**config.mk**
```make
export PLATFORM = sky130hd
export DESIGN_NAME = cpu_load_moving_average_core_flat
export DESIGN_NICKNAME = d
export VERILOG_FILES = /design/src/rtl/cla_pkg.sv /design/src/rtl/cla_if.sv /design/src/rtl/cpu_load_moving_average_core.sv /design/src/flat_wrapper.sv
export VERILOG_INCLUDE_DIRS = /design/src /design/src/rtl
export SDC_FILE = /design/constraint.sdc
export NUM_CORES = 2
export LEC_CHECK = 0
export ABC_AREA = 1
export BUFFER_PORTS_ARGS = -buffer_cell sky130_fd_sc_hd__buf_2
export CAP_MARGIN = 20
export CORE_ASPECT_RATIO = 0.8
export CORE_MARGIN = 10
export CORE_UTILIZATION = 55
export CTS_BUF_LIST = sky130_fd_sc_hd__clkbuf_4 sky130_fd_sc_hd__clkbuf_8
export CTS_CLUSTER_DIAMETER = 50
export CTS_CLUSTER_SIZE = 40
export DETAILED_ROUTE_END_ITERATION = 10
export PLACE_DENSITY = 0.82
export SLEW_MARGIN = 20
export SYNTH_ARGS = -nofsm -noshare
export SYNTH_HDL_FRONTEND = slang
export SYNTH_SLANG_ARGS = --single-unit
```
**constraint.sdc**
```tcl
create_clock -name i_clk -period 9.15 [get_ports i_clk]
set_input_delay 0.915 -clock i_clk [delete_from_list [all_inputs] [get_ports i_clk]]
set_output_delay 0.915 -clock i_clk [all_outputs]
set_load 0.1 [all_outputs]
```
**src/rtl/cpu_load_moving_average_core_assert.svh**
```systemverilog
// ----------------------------------------------------------------------------
// Assertion macros for the CPU load moving-average core
// Implication and next-cycle implication checks, clocked and reset-gated.
// ----------------------------------------------------------------------------
`ifndef CPU_LOAD_MOVING_AVERAGE_CORE_ASSERT_SVH
`define CPU_LOAD_MOVING_AVERAGE_CORE_ASSERT_SVH

// Same-cycle implication: whenever ante holds, cons holds too.
`define CLA_ASSERT_IMPL(name, clk, rst_n, ante, cons, msg) \
    name: assert property (@(posedge clk) disable iff (!(rst_n)) (ante) |-> (cons)) \
        else $error(msg);

// Next-cycle implication: whenever ante holds, cons holds in the following cycle.
`define CLA_ASSERT_NEXT(name, clk, rst_n, ante, cons, msg) \
    name: assert property (@(posedge clk) disable iff (!(rst_n)) (ante) |=> (cons)) \
        else $error(msg);

`endif

```
**src/rtl/cla_pkg.sv**
```systemverilog
// ----------------------------------------------------------------------------
// cla_pkg
// Widths and constants shared by the CPU load moving-average core.
// ----------------------------------------------------------------------------
`default_nettype none

package cla_pkg;

    localparam int NUM_CPUS      = 4;
    localparam int HISTORY_LIMIT = 25;
    localparam int WINDOW        = HISTORY_LIMIT + 1;

    localparam int CPU_IDX_W = 2;
    localparam int TICK_W    = 32;
    localparam int AVG_W     = 7;
    localparam int USED_W    = 34;
    localparam int TOTAL_W   = 35;

    // 100 * used delta, and the divider datapath that holds total delta << 6.
    localparam int PCT_SCALE = 100;
    localparam int NUM_W     = USED_W + AVG_W;
    localparam int DIV_W     = TOTAL_W + AVG_W;

    // 100 = 64 + 32 + 4: taps of the serial multiplier delay line.
    localparam int TAP_A   = 2;
    localparam int TAP_B   = 5;
    localparam int TAP_C   = 6;
    localparam int DLY_LEN = TAP_C;

    localparam int CPU_W      = (NUM_CPUS > 1) ? $clog2(NUM_CPUS) : 1;
    localparam int SLOT_W     = (WINDOW > 1) ? $clog2(WINDOW) : 1;
    localparam int FILL_W     = $clog2(WINDOW + 1);
    localparam int SUM_W      = $clog2(WINDOW * PCT_SCALE + 1);
    localparam int HIST_DEPTH = NUM_CPUS * WINDOW;
    localparam int ADDR_W     = (HIST_DEPTH > 1) ? $clog2(HIST_DEPTH) : 1;
    localparam int BIT_W      = $clog2(NUM_W);
    localparam int STEP_W     = $clog2(AVG_W);

endpackage

`default_nettype wire

```
**src/rtl/cla_if.sv**
```systemverilog
// ----------------------------------------------------------------------------
// cla_in_if / cla_out_if
// Valid/ready channels for counter samples and averaged load results.
// ----------------------------------------------------------------------------
`default_nettype none

interface cla_in_if;
    import cla_pkg::*;

    logic                 valid;
    logic                 ready;
    logic [CPU_IDX_W-1:0] cpu_index;
    logic [TICK_W-1:0]    user_ticks;
    logic [TICK_W-1:0]    system_ticks;
    logic [TICK_W-1:0]    nice_ticks;
    logic [TICK_W-1:0]    idle_ticks;

    modport source (
        output valid, cpu_index, user_ticks, system_ticks, nice_ticks, idle_ticks,
        input  ready
    );
    modport sink (
        input  valid, cpu_index, user_ticks, system_ticks, nice_ticks, idle_ticks,
        output ready
    );
endinterface

interface cla_out_if;
    import cla_pkg::*;

    logic                 valid;
    logic                 ready;
    logic [CPU_IDX_W-1:0] cpu_index_out;
    logic [AVG_W-1:0]     average_load;
    logic                 bad_delta;

    modport source (
        output valid, cpu_index_out, average_load, bad_delta,
        input  ready
    );
    modport sink (
        input  valid, cpu_index_out, average_load, bad_delta,
        output ready
    );
endinterface

`default_nettype wire

```
**src/rtl/cpu_load_moving_average_core.sv**
```systemverilog
// ----------------------------------------------------------------------------
// cpu_load_moving_average_core
// Per-CPU busy percentage from cumulative tick counters, averaged over a
// sliding window of recent samples.
// ----------------------------------------------------------------------------
//
//   Channel  Direction  Contents
//   i_in     sink       cpu_index, user/system/nice/idle tick counters
//   o_out    source     cpu_index_out, average_load, bad_delta
//
// An item goes from its transfer to its result being offered through
// the bit-serial pass over NUM_W (41) bits, the busy percentage
// division, the window update, the average division and the load of the
// output register. A bad delta skips the percentage division, and an
// index beyond the core's processors goes straight to the output
// register. The bit-serial pass over the counters takes most of an
// item's time; the next item can be taken in the cycle after the result
// is loaded, so one item is in flight at a time.
// Reset clears the stored counters, window sums, fill counts and slots;
// the history memory is not cleared, since the fill count guards every read.
// A stalled output holds its result while the core goes back to idle and
// takes the next transfer; only loading a second result waits for it.
//
`default_nettype none

module cpu_load_moving_average_core (
    input  logic      i_clk,
    input  logic      i_rst_n,
    cla_in_if.sink    i_in,
    cla_out_if.source o_out
);
    import cla_pkg::*;

    `include "cpu_load_moving_average_core_assert.svh"

    typedef enum logic [5:0] {
        ST_IDLE    = 6'b000001,
        ST_SERIAL  = 6'b000010,
        ST_PCT_DIV = 6'b000100,
        ST_UPDATE  = 6'b001000,
        ST_AVG_DIV = 6'b010000,
        ST_FINISH  = 6'b100000
    } t_state;

    t_state r_state, n_state;

    // Captured sample and per-item working registers.
    logic [CPU_IDX_W-1:0] r_cpu;
    logic [CPU_W-1:0]     r_idx;
    logic [TICK_W-1:0]    r_user, r_sys, r_nice, r_idle;
    logic [USED_W-1:0]    r_pu, r_used_new;
    logic [TOTAL_W-1:0]   r_pt, r_total_new, r_dt;
    logic [ADDR_W-1:0]    r_addr;
    logic                 r_bad;

    // Serial pass: carries, borrows, delta compare and the x100 delay line.
    logic [BIT_W-1:0]     r_bit;
    logic [1:0]           r_c_used;
    logic                 r_c_tot;
    logic                 r_b_du, r_b_dt;
    logic [1:0]           r_c_num;
    logic [DLY_LEN-1:0]   r_du_dly;
    logic                 r_gt, r_nz;

    // Shared restoring divider; r_rem also collects 100 * used delta serially.
    logic [DIV_W-1:0]     r_rem, r_den;
    logic [AVG_W-1:0]     r_quo;
    logic [STEP_W-1:0]    r_step;

    // Per-CPU state.
    logic [USED_W-1:0]    r_prev_used  [NUM_CPUS];
    logic [TOTAL_W-1:0]   r_prev_total [NUM_CPUS];
    logic [SUM_W-1:0]     r_hist_sum   [NUM_CPUS];
    logic [FILL_W-1:0]    r_hist_fill  [NUM_CPUS];
    logic [SLOT_W-1:0]    r_hist_slot  [NUM_CPUS];

    // Window history for all CPUs, one row of WINDOW entries per CPU.
    logic [AVG_W-1:0]     r_hist_mem   [HIST_DEPTH];
    logic [AVG_W-1:0]     r_rd;

    // Output register.
    logic                 r_out_valid;
    logic [CPU_IDX_W-1:0] r_out_cpu;
    logic [AVG_W-1:0]     r_out_avg;
    logic                 r_out_bad;

    logic                 w_in_xfer, w_out_xfer, w_in_range, w_out_free;
    logic [CPU_W-1:0]     w_in_idx;
    logic [2:0]           w_s_used, w_s_num;
    logic [1:0]           w_s_tot;
    logic                 w_used_bit, w_tot_bit, w_du_bit, w_dt_bit;
    logic                 w_ser_last, w_step_last, w_bad_now;
    logic                 w_ge;
    logic [DIV_W-1:0]     w_diff;
    logic                 w_full;
    logic [SUM_W-1:0]     w_sum_new;
    logic [FILL_W-1:0]    w_fill_new;
    logic [SLOT_W-1:0]    w_slot_new;

    assign w_in_xfer  = i_in.valid && i_in.ready;
    assign w_out_xfer = r_out_valid && o_out.ready;
    assign w_out_free = !r_out_valid || o_out.ready;
    assign w_in_idx   = CPU_W'(i_in.cpu_index);
    assign w_in_range = (32'(i_in.cpu_index) < 32'(NUM_CPUS));

    assign i_in.ready          = (r_state == ST_IDLE);
    assign o_out.valid         = r_out_valid;
    assign o_out.cpu_index_out = r_out_cpu;
    assign o_out.average_load  = r_out_avg;
    assign o_out.bad_delta     = r_out_bad;

    // ---- Bit-serial pass, least significant bit first ----------------------
    // used = user + system + nice, total = used + idle, both taken modulo
    // their stored widths; the deltas come out of ripple borrows against the
    // stored counters, and 100 * used delta is formed from three delayed taps.
    assign w_s_used   = {2'b00, r_user[0]} + {2'b00, r_sys[0]} + {2'b00, r_nice[0]}
                      + {1'b0, r_c_used};
    assign w_used_bit = (r_bit < BIT_W'(USED_W)) && w_s_used[0];
    assign w_s_tot    = {1'b0, w_used_bit} + {1'b0, r_idle[0]} + {1'b0, r_c_tot};
    assign w_tot_bit  = (r_bit < BIT_W'(TOTAL_W)) && w_s_tot[0];
    assign w_du_bit   = (r_bit < BIT_W'(USED_W)) && (w_used_bit ^ r_pu[0] ^ r_b_du);
    assign w_dt_bit   = (r_bit < BIT_W'(TOTAL_W)) && (w_tot_bit ^ r_pt[0] ^ r_b_dt);
    assign w_s_num    = {2'b00, r_du_dly[TAP_A-1]} + {2'b00, r_du_dly[TAP_B-1]}
                      + {2'b00, r_du_dly[TAP_C-1]} + {1'b0, r_c_num};
    assign w_ser_last = (r_bit == BIT_W'(NUM_W - 1));

    // The compare is final well before the last serial cycle.
    assign w_bad_now  = !r_nz || r_gt;

    // ---- Divider step --------------------------------------------------------
    assign w_ge        = (r_rem >= r_den);
    assign w_diff      = r_rem - r_den;
    assign w_step_last = (r_step == STEP_W'(AVG_W - 1));

    // ---- Window update -------------------------------------------------------
    // When the window is full, the entry under the slot is the oldest sample
    // and leaves the sum as the new percentage enters.
    assign w_full     = (r_hist_fill[r_idx] == FILL_W'(WINDOW));
    assign w_sum_new  = r_hist_sum[r_idx] - (w_full ? SUM_W'(r_rd) : SUM_W'(0))
                      + SUM_W'(r_quo);
    assign w_fill_new = w_full ? r_hist_fill[r_idx] : r_hist_fill[r_idx] + FILL_W'(1);
    assign w_slot_new = (r_hist_slot[r_idx] == SLOT_W'(WINDOW - 1)) ?
                        SLOT_W'(0) : r_hist_slot[r_idx] + SLOT_W'(1);

    // ---- Sequencer -----------------------------------------------------------
    always_comb begin
        n_state = r_state;
        unique case (r_state)
            ST_IDLE: begin
                if (w_in_xfer) begin
                    n_state = w_in_range ? ST_SERIAL : ST_FINISH;
                end
            end
            ST_SERIAL: begin
                if (w_ser_last) begin
                    n_state = w_bad_now ? ST_UPDATE : ST_PCT_DIV;
                end
            end
            ST_PCT_DIV: begin
                if (w_step_last) begin
                    n_state = ST_UPDATE;
                end
            end
            ST_UPDATE: begin
                n_state = ST_AVG_DIV;
            end
            ST_AVG_DIV: begin
                if (w_step_last) begin
                    n_state = ST_FINISH;
                end
            end
            ST_FINISH: begin
                if (w_out_free) begin
                    n_state = ST_IDLE;
                end
            end
            default: begin
                n_state = ST_IDLE;
            end
        endcase
    end

    always_ff @(posedge i_clk) begin
        if (!i_rst_n) begin
            r_state <= ST_IDLE;
        end else begin
            r_state <= n_state;
        end
    end

    // ---- Datapath ------------------------------------------------------------
    always_ff @(posedge i_clk) begin
        case (r_state)
            ST_IDLE: begin
                if (w_in_xfer) begin
                    r_cpu      <= i_in.cpu_index;
                    r_idx      <= w_in_idx;
                    r_user     <= i_in.user_ticks;
                    r_sys      <= i_in.system_ticks;
                    r_nice     <= i_in.nice_ticks;
                    r_idle     <= i_in.idle_ticks;
                    r_bit      <= '0;
                    r_c_used   <= '0;
                    r_c_tot    <= 1'b0;
                    r_b_du     <= 1'b0;
                    r_b_dt     <= 1'b0;
                    r_c_num    <= '0;
                    r_du_dly   <= '0;
                    r_gt       <= 1'b0;
                    r_nz       <= 1'b0;
                    r_rem      <= '0;
                    r_quo      <= '0;
                    r_bad      <= 1'b1;
                    if (w_in_range) begin
                        r_pu   <= r_prev_used[w_in_idx];
                        r_pt   <= r_prev_total[w_in_idx];
                        r_addr <= ADDR_W'(int'(w_in_idx) * WINDOW
                                          + int'(r_hist_slot[w_in_idx]));
                    end
                end
            end
            ST_SERIAL: begin
                r_user   <= r_user >> 1;
                r_sys    <= r_sys >> 1;
                r_nice   <= r_nice >> 1;
                r_idle   <= r_idle >> 1;
                r_pu     <= r_pu >> 1;
                r_pt     <= r_pt >> 1;
                r_c_used <= w_s_used[2:1];
                r_c_tot  <= w_s_tot[1];
                r_b_du   <= (!w_used_bit && (r_pu[0] || r_b_du)) || (r_pu[0] && r_b_du);
                r_b_dt   <= (!w_tot_bit && (r_pt[0] || r_b_dt)) || (r_pt[0] && r_b_dt);
                r_c_num  <= w_s_num[2:1];
                r_du_dly <= {r_du_dly[DLY_LEN-2:0], w_du_bit};
                r_gt     <= (w_du_bit && !w_dt_bit) || (r_gt && (w_du_bit == w_dt_bit));
                r_nz     <= r_nz || w_dt_bit;
                r_bit    <= r_bit + BIT_W'(1);
                if (r_bit < BIT_W'(USED_W)) begin
                    r_used_new <= {w_used_bit, r_used_new[USED_W-1:1]};
                end
                if (r_bit < BIT_W'(TOTAL_W)) begin
                    r_total_new <= {w_tot_bit, r_total_new[TOTAL_W-1:1]};
                    r_dt        <= {w_dt_bit, r_dt[TOTAL_W-1:1]};
                end
                r_rem[NUM_W-1:0]     <= {w_s_num[0], r_rem[NUM_W-1:1]};
                r_rem[DIV_W-1:NUM_W] <= '0;
                if (w_ser_last) begin
                    r_den  <= DIV_W'(r_dt) << (AVG_W - 1);
                    r_step <= '0;
                    r_quo  <= '0;
                    r_bad  <= w_bad_now;
                end
            end
            ST_PCT_DIV, ST_AVG_DIV: begin
                if (w_ge) begin
                    r_rem <= w_diff;
                end
                r_quo  <= {r_quo[AVG_W-2:0], w_ge};
                r_den  <= r_den >> 1;
                r_step <= r_step + STEP_W'(1);
            end
            ST_UPDATE: begin
                r_rem  <= DIV_W'(w_sum_new);
                r_den  <= DIV_W'(w_fill_new) << (AVG_W - 1);
                r_quo  <= '0;
                r_step <= '0;
            end
            default: begin
            end
        endcase
    end

    // Per-CPU counters and window bookkeeping, written once per in-range item.
    always_ff @(posedge i_clk) begin
        if (!i_rst_n) begin
            for (int i = 0; i < NUM_CPUS; i++) begin
                r_prev_used[i]  <= '0;
                r_prev_total[i] <= '0;
                r_hist_sum[i]   <= '0;
                r_hist_fill[i]  <= '0;
                r_hist_slot[i]  <= '0;
            end
        end else if (r_state == ST_UPDATE) begin
            r_prev_used[r_idx]  <= r_used_new;
            r_prev_total[r_idx] <= r_total_new;
            r_hist_sum[r_idx]   <= w_sum_new;
            r_hist_fill[r_idx]  <= w_fill_new;
            r_hist_slot[r_idx]  <= w_slot_new;
        end
    end

    // History memory: one write port, one registered read port. The read of
    // the slot being replaced is settled long before the update cycle.
    always_ff @(posedge i_clk) begin
        if (r_state == ST_UPDATE) begin
            r_hist_mem[r_addr] <= r_quo;
        end
        r_rd <= r_hist_mem[r_addr];
    end

    // ---- Output register -----------------------------------------------------
    always_ff @(posedge i_clk) begin
        if (!i_rst_n) begin
            r_out_valid <= 1'b0;
        end else if (r_state == ST_FINISH && w_out_free) begin
            r_out_valid <= 1'b1;
        end else if (w_out_xfer) begin
            r_out_valid <= 1'b0;
        end
    end

    always_ff @(posedge i_clk) begin
        if (r_state == ST_FINISH && w_out_free) begin
            r_out_cpu <= r_cpu;
            r_out_avg <= r_quo;
            r_out_bad <= r_bad;
        end
    end

    // ---- Assertions ----------------------------------------------------------
    `CLA_ASSERT_IMPL(a_pct_in_range, i_clk, i_rst_n, r_state == ST_UPDATE, r_quo <= AVG_W'(PCT_SCALE), "busy percentage above 100")
    `CLA_ASSERT_IMPL(a_num_no_carry, i_clk, i_rst_n, $past(r_state) == ST_SERIAL && r_state != ST_SERIAL, r_c_num == '0, "scaled used delta overflowed")
    `CLA_ASSERT_IMPL(a_avg_den_nonzero, i_clk, i_rst_n, r_state == ST_AVG_DIV, r_den != '0, "average divided by an empty window")
    `CLA_ASSERT_NEXT(a_fill_after_update, i_clk, i_rst_n, r_state == ST_UPDATE, r_hist_fill[r_idx] != '0, "window still empty after update")
    `CLA_ASSERT_IMPL(a_result_from_finish, i_clk, i_rst_n, $rose(r_out_valid), $past(r_state) == ST_FINISH, "result offered outside finish")

endmodule

`default_nettype wire

```
**src/flat_wrapper.sv**
```systemverilog
// flat-port wrapper written by rule: the top's interface ports become plain ports
module cpu_load_moving_average_core_flat import cla_pkg::*;
  (i_clk, i_rst_n, i_in_valid, i_in_cpu_index, i_in_user_ticks, i_in_system_ticks, i_in_nice_ticks, i_in_idle_ticks, i_in_ready, o_out_valid, o_out_cpu_index_out, o_out_average_load, o_out_bad_delta, o_out_ready);
  cla_in_if i_in_i ();
  cla_out_if o_out_i ();
  input  logic i_clk;
  input  logic i_rst_n;
  input wire logic [$bits(i_in_i.valid)-1:0] i_in_valid;
  input wire logic [$bits(i_in_i.cpu_index)-1:0] i_in_cpu_index;
  input wire logic [$bits(i_in_i.user_ticks)-1:0] i_in_user_ticks;
  input wire logic [$bits(i_in_i.system_ticks)-1:0] i_in_system_ticks;
  input wire logic [$bits(i_in_i.nice_ticks)-1:0] i_in_nice_ticks;
  input wire logic [$bits(i_in_i.idle_ticks)-1:0] i_in_idle_ticks;
  output wire logic [$bits(i_in_i.ready)-1:0] i_in_ready;
  output wire logic [$bits(o_out_i.valid)-1:0] o_out_valid;
  output wire logic [$bits(o_out_i.cpu_index_out)-1:0] o_out_cpu_index_out;
  output wire logic [$bits(o_out_i.average_load)-1:0] o_out_average_load;
  output wire logic [$bits(o_out_i.bad_delta)-1:0] o_out_bad_delta;
  input wire logic [$bits(o_out_i.ready)-1:0] o_out_ready;
  assign i_in_i.valid = i_in_valid;
  assign i_in_i.cpu_index = i_in_cpu_index;
  assign i_in_i.user_ticks = i_in_user_ticks;
  assign i_in_i.system_ticks = i_in_system_ticks;
  assign i_in_i.nice_ticks = i_in_nice_ticks;
  assign i_in_i.idle_ticks = i_in_idle_ticks;
  assign i_in_ready = i_in_i.ready;
  assign o_out_valid = o_out_i.valid;
  assign o_out_cpu_index_out = o_out_i.cpu_index_out;
  assign o_out_average_load = o_out_i.average_load;
  assign o_out_bad_delta = o_out_i.bad_delta;
  assign o_out_i.ready = o_out_ready;
  cpu_load_moving_average_core u_core (.i_clk(i_clk), .i_rst_n(i_rst_n), .i_in(i_in_i), .o_out(o_out_i));
endmodule
```
Yosys cells after proc, flatten, opt, wreduce, memory -nomap -nowiden. Memory sizes are Yosys's and may differ from the RTL's. A register that Yosys moved wholly into a read port is not among the register bits. Index checks and enable logic that the tools add are counted.

Bits in latches: 0. Output and inout port bits: 12. Bits in writable memories: 1092. Bits in read-only memories: 0. Word-level logic and storage cells: 194. Bits of input ports: 134. Flip-flop bits (word level): 443. Memories kept: 6.

Bitwise operators: 4. Shift operators: 0. Magnitude comparators: 3. Multiply operators: 1. Muxes and demuxes: 72. Equal/unequal tests: 17. Add/subtract/negate cells: 16. Div/mod/pow operators: 0. Reduce and logical (&&, ||, !) cells: 45.

Memory list: u_core.r_hist_mem (words 104, width 7, read ports 1, clocked after memory_dff 1, wr ports 1, line cpu_load_moving_average_core.sv:78) `logic [AVG_W-1:0] r_hist_mem [HIST_DEPTH];`; u_core.r_prev_total (words 4, width 35, read ports 1, clocked after memory_dff 0, wr ports 4, line cpu_load_moving_average_core.sv:72) `logic [TOTAL_W-1:0] r_prev_total [NUM_CPUS];`; u_core.r_prev_used (words 4, width 34, read ports 1, clocked after memory_dff 0, wr ports 4, line cpu_load_moving_average_core.sv:71) `logic [USED_W-1:0] r_prev_used [NUM_CPUS];`; u_core.r_hist_sum (words 4, width 12, read ports 1, clocked after memory_dff 1, wr ports 4, line cpu_load_moving_average_core.sv:73) `logic [SUM_W-1:0] r_hist_sum [NUM_CPUS];`; u_core.r_hist_fill (words 4, width 5, read ports 1, clocked after memory_dff 1, wr ports 4, line cpu_load_moving_average_core.sv:74) `logic [FILL_W-1:0] r_hist_fill [NUM_CPUS];`; u_core.r_hist_slot (words 4, width 5, read ports 2, clocked after memory_dff 1, wr ports 4, line cpu_load_moving_average_core.sv:75) `logic [SLOT_W-1:0] r_hist_slot [NUM_CPUS];`.

Operators by type and width (number): $pmux 32 s2 (4); $pmux 42 s4 (1); $mux 32 (4); $mux 42 (3); $pmux 42 s3 (1); $mux 35 (2); $pmux 35 s2 (1); $mux 34 (2); $pmux 34 s2 (1); $ge 42x42->1 (1); $sub 42x42->42 (1); $mux 6 (6); $pmux 6 s6 (1); $reduce_or 35->1 (1); $reduce_or 34->1 (1); $pmux 7 s4 (1); $pmux 6 s2 (2); $mux 7 (3); $mux 5 (4); $mux 2 (9); $mux 1 (15); $logic_and 1x1->1 (13); $add 12x7->12 (1); $eq 6x6->1 const B (2); other kinds (39) (78).

Logic depth before layout (Yosys ltp).
Depth after elaboration: 14. Mapped depth: 23. Mapped depth without buffers: 22.

Worst setup path before layout. OpenSTA, ideal clock, no wires.

Path kind: flip-flop to flip-flop. From: register u_core.r_state[0]. To: memory u_core.r_hist_fill[3][0] in the netlist's numbering, enable pin. Path buffers: 0. Slack: 1112 ps. Arrival time: 7362 ps. Setup time: 675 ps. Data required time: 8475 ps. Stages on the path, launching flop included: 4. Clock period less this slack: 8038 ps. Path through: dfxtp_1 nor2_2 nand4_4 o31ai_1.

RTL lines: from (decl) (line cpu_load_moving_average_core.sv:45) `t_state r_state, n_state;`; from (signal assigned) (line cpu_load_moving_average_core.sv:187) `r_state <= n_state;`; to (decl) (line cpu_load_moving_average_core.sv:74).

==> impl_results.md <==
- Post-detailed-route DRC marker count: 0
- Number of buffers added on ports: around 150
- Die area: 0.138 mm^2
- Via count of the routed design: about 47000
- Critical path type: flop to flop
- Number of antenna violations at the first check in global routing: 2
- Congestion Overflow GR: 0
- Setup-violating endpoint count in the final report: 0
- Postcts setup bufs: 0
- Number of top-level pins: 146
- Maximum single-stage delay on the critical path: ~560 ps
- Worst Clk Skew: between 60 and 70 ps
- # H-tree levels: 3
- Largest vdd supply drop: roughly 0.00018 V
- Horizontal extent of the die: between 400 and 500 um
- Pin count of the biggest net entering global routing: 233
- Number of hold violations in the final report: 0
- Clock sink count: around 1500
- Arrival time at the worst endpoint: 5280 ps
- Startpoint types: flop
- Net total in the final layout: 6804
- Most used flip-flop cell after synthesis: sky130_fd_sc_hd__edfxtp_1
- Number of global-route vias before repair: around 46000
- First-iteration detailed-routing DRC count: between 6000 and 7000
- Register area: 0.0462 mm^2
- Power Density: around 260 mW/mm^2
- Count of standard-cell rows: 115
- Overall power after layout: approximately 0.019 W
- Time the worst path needs with I/O delays and setup: 4580 ps
- Wirelength, routed: between 150000 and 200000 um
- Combined area of all synthesized cells: 0.0677 mm^2
- Peak clock frequency supported by timing: around 220 MHz
- Slew at the pin with the worst max-slew slack: between 1000 and 1500 ps
- Cell Chain, Critical Path: inv_2 > o21ai_0 > o22ai_1 > ha_1 > nand2_1 > nor2_4 > inv_2 > nor2_1 > fa_1 > inv_1 > ha_1 > a21oi_1 > o21ai_0 > a21oi_1 > or2_2 > nand3_1 > nor3_1
- Launch instance of the worst min-delay path: i_in_user_ticks[13]
- Post-synth EDFFs: ~1500
- Area inside the core boundary: 0.123 mm^2
- RSZ-0062 raised after global routing: no
- Sum Neg Setup Slack: 0 ps
- Number of nets in the synthesized netlist: 6782
- Async set or reset register ratio after synthesis: 0%
- Mean post-synth cell area: roughly 10 um^2
- Leakage power of the design: between 20 and 30 nW
- TritonCTS clock tree: yes
- Outcome: completed
- Number of clock buffers inserted by TritonCTS: around 110
- Worst hold-check slack: between 200 and 300 ps
- FILL cells: 9657
- Combined global-route utilization of all metal layers: about a quarter
- Count of instances resized after the clock tree is built: 0
- Later-pin clock latency in the skew report: about 910 ps
- Share of the clock period used by the worst path: approximately half
- Antenna violation net count after detailed routing: 0
- Cell count after synthesis: 6562
- Slowest CP cell: sky130_fd_sc_hd__dfxtp_1
- Pins over their slew limit: 0
- Die Height: 334 um
- Kind of cell with the highest combined delay on the critical path: compound AO/OA/AOI/OAI gates
- Count of distinct cell types in the synthesized netlist: between 50 and 60
- Ratio of cells with drive above 1 in the final layout: under 10%
- Count of hold-fix buffers inserted at cts: 0
- Root Buffer Master: sky130_fd_sc_hd__clkbuf_8
- Post-DP HPWL: between 100000 and 150000 um
- Critical path endpoint category: flop
- Reported max-cap violation count: 0
- Post-synthesis sequential area ratio: 68.2%
- Vias per cell: roughly 5.7
- First-pass GRT wire length: 256000 um
- Synthesized flop and latch total: approximately 1500
- Clock transition time at the flip-flop clock pins of the worst setup and hold paths: 130 ps
- Relative slew margins: 23.7%
- Routed wire length per instance: 19.9 um
- Post-synthesis to final-layout area growth: 6.88%
- Min-delay worst type: input pin to flop
- Detailed-routing iteration count for the pre-antenna-repair pass: 8
- Number of buffers and inverters on the critical path: 3
- Starting utilization of the core area: 55.3%
- Area of the multi-input gates: 0.0187 mm^2
- Final GP Congestion: between 0.9 and 1
- Warnings, synthesis: 0
- Maximum count of clock buffers along a single path: 3
- Worst EP required: 9850 ps
- Crit Path Max Fanout: 29
-- logic make-up (layout without fill, tap and decap cells) --
kind of cell	count (synthesis)	after routing	share of synthesized area (%)
AO/OA/AOI/OAI	586	586	4.72
XOR/XNOR	12	12	0.155
adder cells (fa/ha/maj)	86	86	1.77
buffers and inverters	717	832	4.41
flip-flops	1543	1543	68.2
other	0	3	0
AND/OR/NAND/NOR	3618	3618	20.8
-- final timing paths --
path	end	slack (ps)	depth (start not counted)
worst min-delay path	u_core.r_user[13]	270	3
worst min register to register	u_core.r_total_new[32]	420	0
worst max register to register	u_core.r_hist_sum[0][5]	4570	17
worst max-delay path	u_core.r_hist_sum[0][5]	4570	17
-- layout make-up --
class	count	share of cell area, %
inverters	418	2.19
clock buffers	114	2.12
repair buffers	212	1.78
multi-input cells	4302	25.8
clock inverters	88	1.51
well taps	1638	2.83
diodes	3	0.0104
flip-flops and latches	1543	63.8
-- routing by layer --
metal	part of all wire, %	GRT usage [%]
met1	41	33.6
met5	0	0
met2	45	36.2
met4	2.5	6.50
met3	12	5.00
-- state kept, by name (all words and copies together), names as in the netlist, 34 cells and up, named ones only --
| register | cells |
|---|---|
| u_core.r_den | 41 |
| u_core.r_dt | 35 |
| u_core.r_hist_mem | 728 |
| u_core.r_hist_sum | 48 |
| u_core.r_prev_total | 140 |
| u_core.r_prev_used | 136 |
| u_core.r_pt | 35 |
| u_core.r_pu | 34 |
| u_core.r_rem | 42 |
| u_core.r_total_new | 35 |
| u_core.r_used_new | 34 |
-- where the power goes --
part           internal, W  total [W]  switching [W]
clock network      0.00149    0.00404        0.00256
logic              0.00132    0.00538        0.00405
registers          0.00906    0.00933       0.000269
total               0.0119     0.0187        0.00688
-- worst min-delay path: stages --
cell	delay, ps
sky130_fd_sc_hd__buf_2	70
sky130_fd_sc_hd__nand2_1	40
sky130_fd_sc_hd__nand2_1	50
-- cell usage in the layout (no fill, tap or decap), types with 16 or more instances in the layout --
cell type,n
sky130_fd_sc_hd__nand2_1,2356
sky130_fd_sc_hd__edfxtp_1,1527
sky130_fd_sc_hd__nor2_1,973
sky130_fd_sc_hd__inv_1,391
sky130_fd_sc_hd__o21ai_0,278
sky130_fd_sc_hd__a21oi_1,176
sky130_fd_sc_hd__buf_2,144
sky130_fd_sc_hd__nand3_1,118
sky130_fd_sc_hd__clkbuf_8,109
sky130_fd_sc_hd__nor3_1,90
sky130_fd_sc_hd__ha_1,70
sky130_fd_sc_hd__a31oi_1,68
sky130_fd_sc_hd__buf_4,62
sky130_fd_sc_hd__nand4_1,34
sky130_fd_sc_hd__inv_2,20
sky130_fd_sc_hd__inv_6,19
sky130_fd_sc_hd__clkinv_8,19
sky130_fd_sc_hd__fa_1,16
sky130_fd_sc_hd__dfxtp_1,16
-- metrics by stage --
step                area (um^2)  util [%]  setup WS (ps)  std cells
finish                    72400      59.1           4570       8318
global route              72400      59.1           4270       8318
CTS                       72400      59.0           4670       8313
detailed placement        69700      56.9           4530       8111
global placement          69700      56.9           4620       8110
floorplan                 67700         -           1110       6562
-- cell usage after synthesis (10+ instances only) --
| cell type | number | share of area (%) |
|---|---|---|
| sky130_fd_sc_hd__clkbuf_1 | 112 | 0.62 |
| sky130_fd_sc_hd__inv_1 | 391 | 2.2 |
| sky130_fd_sc_hd__dfxtp_1 | 16 | 0.47 |
| sky130_fd_sc_hd__nor3_1 | 90 | 0.66 |
| sky130_fd_sc_hd__nand4_1 | 34 | 0.31 |
| sky130_fd_sc_hd__inv_2 | 25 | 0.14 |
| sky130_fd_sc_hd__nor2_2 | 10 | 0.092 |
| sky130_fd_sc_hd__nand3_1 | 118 | 0.87 |
| sky130_fd_sc_hd__edfxtp_1 | 1527 | 68 |
| sky130_fd_sc_hd__ha_1 | 70 | 1.3 |
| sky130_fd_sc_hd__buf_1 | 30 | 0.17 |
| sky130_fd_sc_hd__o21ai_0 | 278 | 2.1 |
| sky130_fd_sc_hd__buf_4 | 19 | 0.21 |
| sky130_fd_sc_hd__nor2_1 | 975 | 5.4 |
| sky130_fd_sc_hd__buf_2 | 130 | 0.96 |
| sky130_fd_sc_hd__or2_2 | 12 | 0.11 |
| sky130_fd_sc_hd__nand2_1 | 2362 | 13 |
| sky130_fd_sc_hd__a31oi_1 | 68 | 0.63 |
| sky130_fd_sc_hd__a21oi_1 | 177 | 1.3 |
| sky130_fd_sc_hd__fa_1 | 16 | 0.47 |
Power figures use the tool's default switching activity.
